[src/sv/assert_macros.svh]
// Assertion macros used by the renderer datapath.
`ifndef ASSERT_MACROS_SVH
`define ASSERT_MACROS_SVH

// The condition implies the property in the same cycle.
`define PSR_ASSERT_NOW(label, cond, prop, msg) \
	label: assert property (@(posedge clk) disable iff (!arst_n) (cond) |-> (prop)) \
		else $error(msg);

// The condition implies the property in the next cycle.
`define PSR_ASSERT_NEXT(label, cond, prop, msg) \
	label: assert property (@(posedge clk) disable iff (!arst_n) (cond) |=> (prop)) \
		else $error(msg);

`endif

[src/sv/psr_pkg.sv]
// Types, constants and helper functions of the palette scale-rotate renderer.
`timescale 1ns / 1ps
package psr_pkg;

	localparam int SRC_WIDTH       = 320;
	localparam int SRC_HEIGHT      = 200;
	localparam int PALETTE_ENTRIES = 256;
	localparam int FRAME_SIZE      = SRC_WIDTH * SRC_HEIGHT;

	localparam int FR_AW  = $clog2(FRAME_SIZE);
	localparam int PAL_AW = (PALETTE_ENTRIES > 1) ? $clog2(PALETTE_ENTRIES) : 1;
	localparam int SX_W   = $clog2(SRC_WIDTH);
	localparam int SY_W   = $clog2(SRC_HEIGHT);

	localparam int DIM_W   = 11;
	localparam int POS_W   = 10;
	localparam int DIM_MAX = 1024;
	localparam int SRC_MAX = (SRC_WIDTH > SRC_HEIGHT) ? SRC_WIDTH : SRC_HEIGHT;
	localparam int NUM_W   = $clog2(DIM_MAX * SRC_MAX + 1);

	// The band height W*SRC_WIDTH/SRC_HEIGHT is a multiply by a rounded-up reciprocal.
	localparam int BAND_SH     = 20;
	localparam int BAND_MUL    = ((SRC_WIDTH << BAND_SH) + SRC_HEIGHT - 1) / SRC_HEIGHT;
	localparam int BAND_MUL_W  = $clog2(BAND_MUL + 1);
	localparam int BAND_PROD_W = DIM_W + BAND_MUL_W;
	localparam int BAND_RAW_W  = BAND_PROD_W - BAND_SH;

	localparam int CMD_W     = 2;
	localparam int ADDR_W    = 16;
	localparam int DATA_W    = 16;
	localparam int PIX_W     = 16;
	localparam int IDX_W     = 8;
	localparam int CFG_IDX_W = 1;

	localparam logic [CMD_W-1:0] CMD_PAL  = 2'd0;
	localparam logic [CMD_W-1:0] CMD_PIX  = 2'd1;
	localparam logic [CMD_W-1:0] CMD_EMIT = 2'd2;

	localparam logic [CFG_IDX_W-1:0] REG_WIDTH  = 1'd0;
	localparam logic [CFG_IDX_W-1:0] REG_HEIGHT = 1'd1;

	localparam logic [DIM_W-1:0] WIDTH_RESET  = 11'd222;
	localparam logic [DIM_W-1:0] HEIGHT_RESET = 11'd480;

	typedef enum logic [1:0] {
		DIV_SY,
		DIV_SX
	} psr_div_sel_t;

	typedef struct packed {
		logic         pal_wr;
		logic         frame_wr;
		logic         capture;
		logic         div_start;
		psr_div_sel_t div_sel;
		logic         cap_band;
		logic         cap_sy;
		logic         cap_sx;
		logic         addr_ld;
		logic         frame_rd;
		logic         pal_rd;
		logic         out_load;
	} psr_cmd_t;

	typedef struct packed {
		logic div_done;
		logic div_busy;
		logic mode;
		logic black;
		logic out_free;
	} psr_stat_t;

	function automatic logic [DIM_W-1:0] clamp_dim(input logic [DIM_W-1:0] v);
		if (v == '0) begin
			return DIM_W'(1);
		end else if (v > DIM_W'(DIM_MAX)) begin
			return DIM_W'(DIM_MAX);
		end
		return v;
	endfunction

endpackage

[src/sv/psr_ctrl.sv]
// Controller: sequences writes and the per-pixel divide, fetch and output steps.
`timescale 1ns / 1ps
module psr_ctrl (
	input  logic                      clk,
	input  logic                      arst_n,
	input  logic                      in_valid,
	input  logic [psr_pkg::CMD_W-1:0] in_cmd,
	output logic                      in_ready,
	input  psr_pkg::psr_stat_t        stat,
	output psr_pkg::psr_cmd_t         cmd
);
	import psr_pkg::*;

	typedef enum logic [3:0] {
		S_IDLE,
		S_PREP,
		S_BAND_CHK,
		S_SY_WAIT,
		S_SX_WAIT,
		S_ADDR,
		S_FRAME,
		S_PAL,
		S_OUT
	} state_t;

	state_t state_q;
	state_t state_d;
	logic   accept;

	assign in_ready = (state_q == S_IDLE);
	assign accept   = in_valid && in_ready;

	always_comb begin
		state_d = state_q;
		cmd     = '0;
		cmd.div_sel = DIV_SY;
		case (state_q)
			S_IDLE: begin
				if (accept) begin
					case (in_cmd)
						CMD_PAL: cmd.pal_wr = 1'b1;
						CMD_PIX: cmd.frame_wr = 1'b1;
						CMD_EMIT: begin
							cmd.capture = 1'b1;
							state_d     = S_PREP;
						end
						default: begin
						end
					endcase
				end
			end
			S_PREP: begin
				if (stat.mode) begin
					cmd.cap_band = 1'b1;
					state_d      = S_BAND_CHK;
				end else begin
					cmd.div_start = 1'b1;
					cmd.div_sel   = DIV_SY;
					state_d       = S_SY_WAIT;
				end
			end
			S_BAND_CHK: begin
				if (stat.black) begin
					state_d = S_OUT;
				end else begin
					cmd.div_start = 1'b1;
					cmd.div_sel   = DIV_SY;
					state_d       = S_SY_WAIT;
				end
			end
			S_SY_WAIT: begin
				if (stat.div_done) begin
					cmd.cap_sy    = 1'b1;
					cmd.div_start = 1'b1;
					cmd.div_sel   = DIV_SX;
					state_d       = S_SX_WAIT;
				end
			end
			S_SX_WAIT: begin
				cmd.div_sel = DIV_SX;
				if (stat.div_done) begin
					cmd.cap_sx = 1'b1;
					state_d    = S_ADDR;
				end
			end
			S_ADDR: begin
				cmd.addr_ld = 1'b1;
				state_d     = S_FRAME;
			end
			S_FRAME: begin
				cmd.frame_rd = 1'b1;
				state_d      = S_PAL;
			end
			S_PAL: begin
				cmd.pal_rd = 1'b1;
				state_d    = S_OUT;
			end
			S_OUT: begin
				if (stat.out_free) begin
					cmd.out_load = 1'b1;
					state_d      = S_IDLE;
				end
			end
			default: state_d = S_IDLE;
		endcase
	end

	always_ff @(posedge clk or negedge arst_n) begin
		if (!arst_n) begin
			state_q <= S_IDLE;
		end else begin
			state_q <= state_d;
		end
	end

endmodule

[config.mk]
export PLATFORM = sky130hd
export DESIGN_NAME = psr_ctrl
export DESIGN_NICKNAME = d
export VERILOG_FILES = /design/src/sv/assert_macros.svh /design/src/sv/psr_pkg.sv /design/src/sv/psr_ctrl.sv
export SDC_FILE = /design/constraint.sdc
export NUM_CORES = 1
export LEC_CHECK = 0
export ABC_AREA = 1
export BUFFER_PORTS_ARGS = -buffer_cell sky130_fd_sc_hd__buf_2
export CELL_PAD_IN_SITES_DETAIL_PLACEMENT = 1
export CELL_PAD_IN_SITES_GLOBAL_PLACEMENT = 1
export CORE_ASPECT_RATIO = 1.2
export CORE_MARGIN = 4
export CORE_UTILIZATION = 23
export CTS_BUF_LIST = sky130_fd_sc_hd__clkbuf_4 sky130_fd_sc_hd__clkbuf_8 sky130_fd_sc_hd__clkbuf_16
export CTS_CLUSTER_SIZE = 16
export DETAILED_ROUTE_END_ITERATION = 12
export PLACE_DENSITY = 0.81
export SYNTH_ARGS = -nofsm -noshare
export SYNTH_HDL_FRONTEND = slang
export SYNTH_SLANG_ARGS = --single-unit
[constraint.sdc]
create_clock -name clk -period 1.2 [get_ports clk]
set_clock_uncertainty 0.1 [all_clocks]
set_input_delay 0.18 -clock clk [delete_from_list [all_inputs] [get_ports clk]]
set_output_delay 0.18 -clock clk [all_outputs]
set_load 0.05 [all_outputs]
==> out/metrics.csv <==
metric,value,unit
setup.worst_path.class,flop to primary output,
hold_viol,0,
first_iter_violations,7,
path_cells,"inv_2, nand2_4, nor2_4, nand2_4, nor3_4, buf_6",
whs,0.130,ns
p_leak,0.530,nW
clk_pin_slew,0.04,ns
cts_sinks,4,
finalWeightedCongestion,0.774,
setup_viol,17,
drive_gt1_share,78.4,%
fin_crit,1.67,ns
arrival,1.39,ns
largest_reg_flops,4,
grt_usage,20.0,%
synth-seq-cells,4,
period_share,139,%
synth-simple-area-share,55.4,%
ant_nets,0,
numCtsBuffers,3,
power_density,2670,mW/mm²
drtPass1Iterations,3,
path_common_cell,nand2_4,
synth_xor_area_share,0,%
power_frac_seq,11.3,%
syn_to_final_growth,175,%
path_max_fanout,4,
slowest_stage,dfrtp_2,
design.core.area,0.00162,mm²
synth.area.mux_share,0,%
clk_latency,0.24,ns
start_kind,flop,
num_vias,645,
port_buffers,21,
cp_slowest_stage_delay,0.44,ns
wl_per_cell,17.4,µm
switching_power,1.51,mW
die_w,45.6,µm
row_count,16,
final_nets,128,
die_h,53.1,µm
syn_nets,74,
syn_area_per_cell,6.10,µm²
dp_hpwl,1.49,mm
syn_inst,64,
power.clock.fraction,6.1,%
cap_violations,0,
antenna_found_initial,0,
initial_core_util,24.1,%
netlist_area,390,µm²
h-tree-depth,1,
clockBufferDepth,2,
switching_share,52.8,%
utilization,66.3,%
p_comb_share,82.6,%
status,finished with violations,
grt_pass1_vias,769,
ir_drop,0.00130,V
reg_top3,state_q: 4 flops,
antennaDiodeCount,0,
p_total,2.86,mW
dieArea,0.00242,mm²
synth_top_family_by_area,simple AND/OR/NAND/NOR gates,
pre_cts_slack,-0.353,ns
yosysWarnings,0,
min_path_type,primary input to flop,
violations,setup timing,
cts-root-buf,clkbuf_4,
internal-power,1.35,mW
cp.required,0.92,ns
synth_fa_ha_area_share,0,%
rsz0062_at_grt,yes,
grt_max_degree,7,
grt_overflow,0,
drc,0,
largest_register,state_q,
endpoint_kind,primary output,
clock.fmax,0.599,GHz
routed_via_density,4.81,
slew_viol_final,0,
cts_tree,built,
fin_ws,-0.471,ns
synth-compound-area-share,3.53,%
wirelength,2.33,mm
ios,24,
synth.distinct_cells,18,
grt_pass1_wl,3.36,mm
ys_seq_area_share,25.6,%
fillCellCount,181,
[worst max-delay path, delay by kind of cell (launching register included)]
kind	cells	cell delay [ns]
flops	1	0.44
simple gates	4	0.42
buf+inv	2	0.28
[power by group through the flow]
stage | clock network [mW] | logic [mW] | registers (mW)
after floorplan | 0 | 1.06 | 0.272
after global placement | 0 | 1.54 | 0.272
after detailed placement | 0 | 1.60 | 0.281
after CTS | 0.173 | 1.98 | 0.322
after global routing | 0.185 | 2.49 | 0.336
final | 0.175 | 2.37 | 0.323
[cell type report]
type | instances | area (µm²) | share of cell area (%)
flip-flops and latches | 4 | 105 | 9.78
clock buffers | 3 | 22.5 | 2.10
repair buffers | 50 | 457 | 42.5
multi-input cells | 46 | 407 | 37.8
inverters | 13 | 61.3 | 5.70
well taps | 18 | 22.5 | 2.10
[path summary, 6_finish.rpt]
path                                 start    endpoint  slack [ns]  cells past startpoint
worst max-delay path            state_q[0]     cmd[11]       -0.47                      6
worst min-delay path               stat[1]  state_q[3]        0.13                      3
worst max register to register  state_q[1]  state_q[2]       -0.39                      8
worst min register to register  state_q[0]  state_q[3]        0.60                      3
min in group asynchronous           arst_n  state_q[3]        0.19                      2
max in group asynchronous           arst_n  state_q[0]        0.68                      2
[repair_timing]
item	CTS	global route
hold buffers	1	0
resized for setup	43	15
endpoints found under the setup margin	17	17
hold endpoints to repair	4	0
setup buffers	4	8
pin swaps	11	11
[layout by cell type (no fill, tap or decap), drive strengths merged]
master | synthesis | layout
buf | 1 | 49
nand2 | 15 | 15
nor2 | 11 | 11
inv | 12 | 11
nand3 | 7 | 7
nor3 | 4 | 4
nand4 | 4 | 4
dfrtp | 4 | 4
clkbuf | 0 | 3
clkinvlp | 0 | 1
clkinv | 1 | 1
nor4 | 1 | 1
nand3b | 1 | 1
a21oi | 1 | 1
o21ai | 1 | 1
conb | 1 | 1
dlygate4sd3 | 0 | 1
[routing by layer]
metal	wire (µm)	up-vias	GRT usage [%]	part of all wire, %
met4	68	0	10.7	2.9
met1	761	308	18.6	33
li1	-	307	-	-
met5	0	-	0	0
met2	1420	22	38.8	61
met3	88	8	3.40	3.8
[stage by stage]
stage	cell area [µm²]	std cells	setup TNS (ns)
after global routing	1070	134	-7.69
final	1070	134	-6.78
after floorplan	503	64	-4.64
after CTS	958	128	-6.46
after global placement	758	120	-3.64
after detailed placement	758	120	-4.33
[synth_stat cells, drive strengths merged]
cell type,n,area [µm²]
a21oi,1,8.76
nor3,4,25.0
conb,1,3.75
nand4,4,25.0
inv,12,45.0
o21ai,1,5.00
dfrtp,4,100
nand3,7,35.0
nor2,11,56.3
nand3b,1,7.51
nand2,15,61.3
nor4,1,6.26
clkinv,1,3.75
buf,1,7.51
[cells by family after synthesis]
kind of cell | count (synthesis)
and+or+nand+nor | 43
buffers and inverters | 14
DFF | 4
AOI/OAI and AO/OA | 2
other | 1
Note: power is estimated with default switching activity, not from simulation.
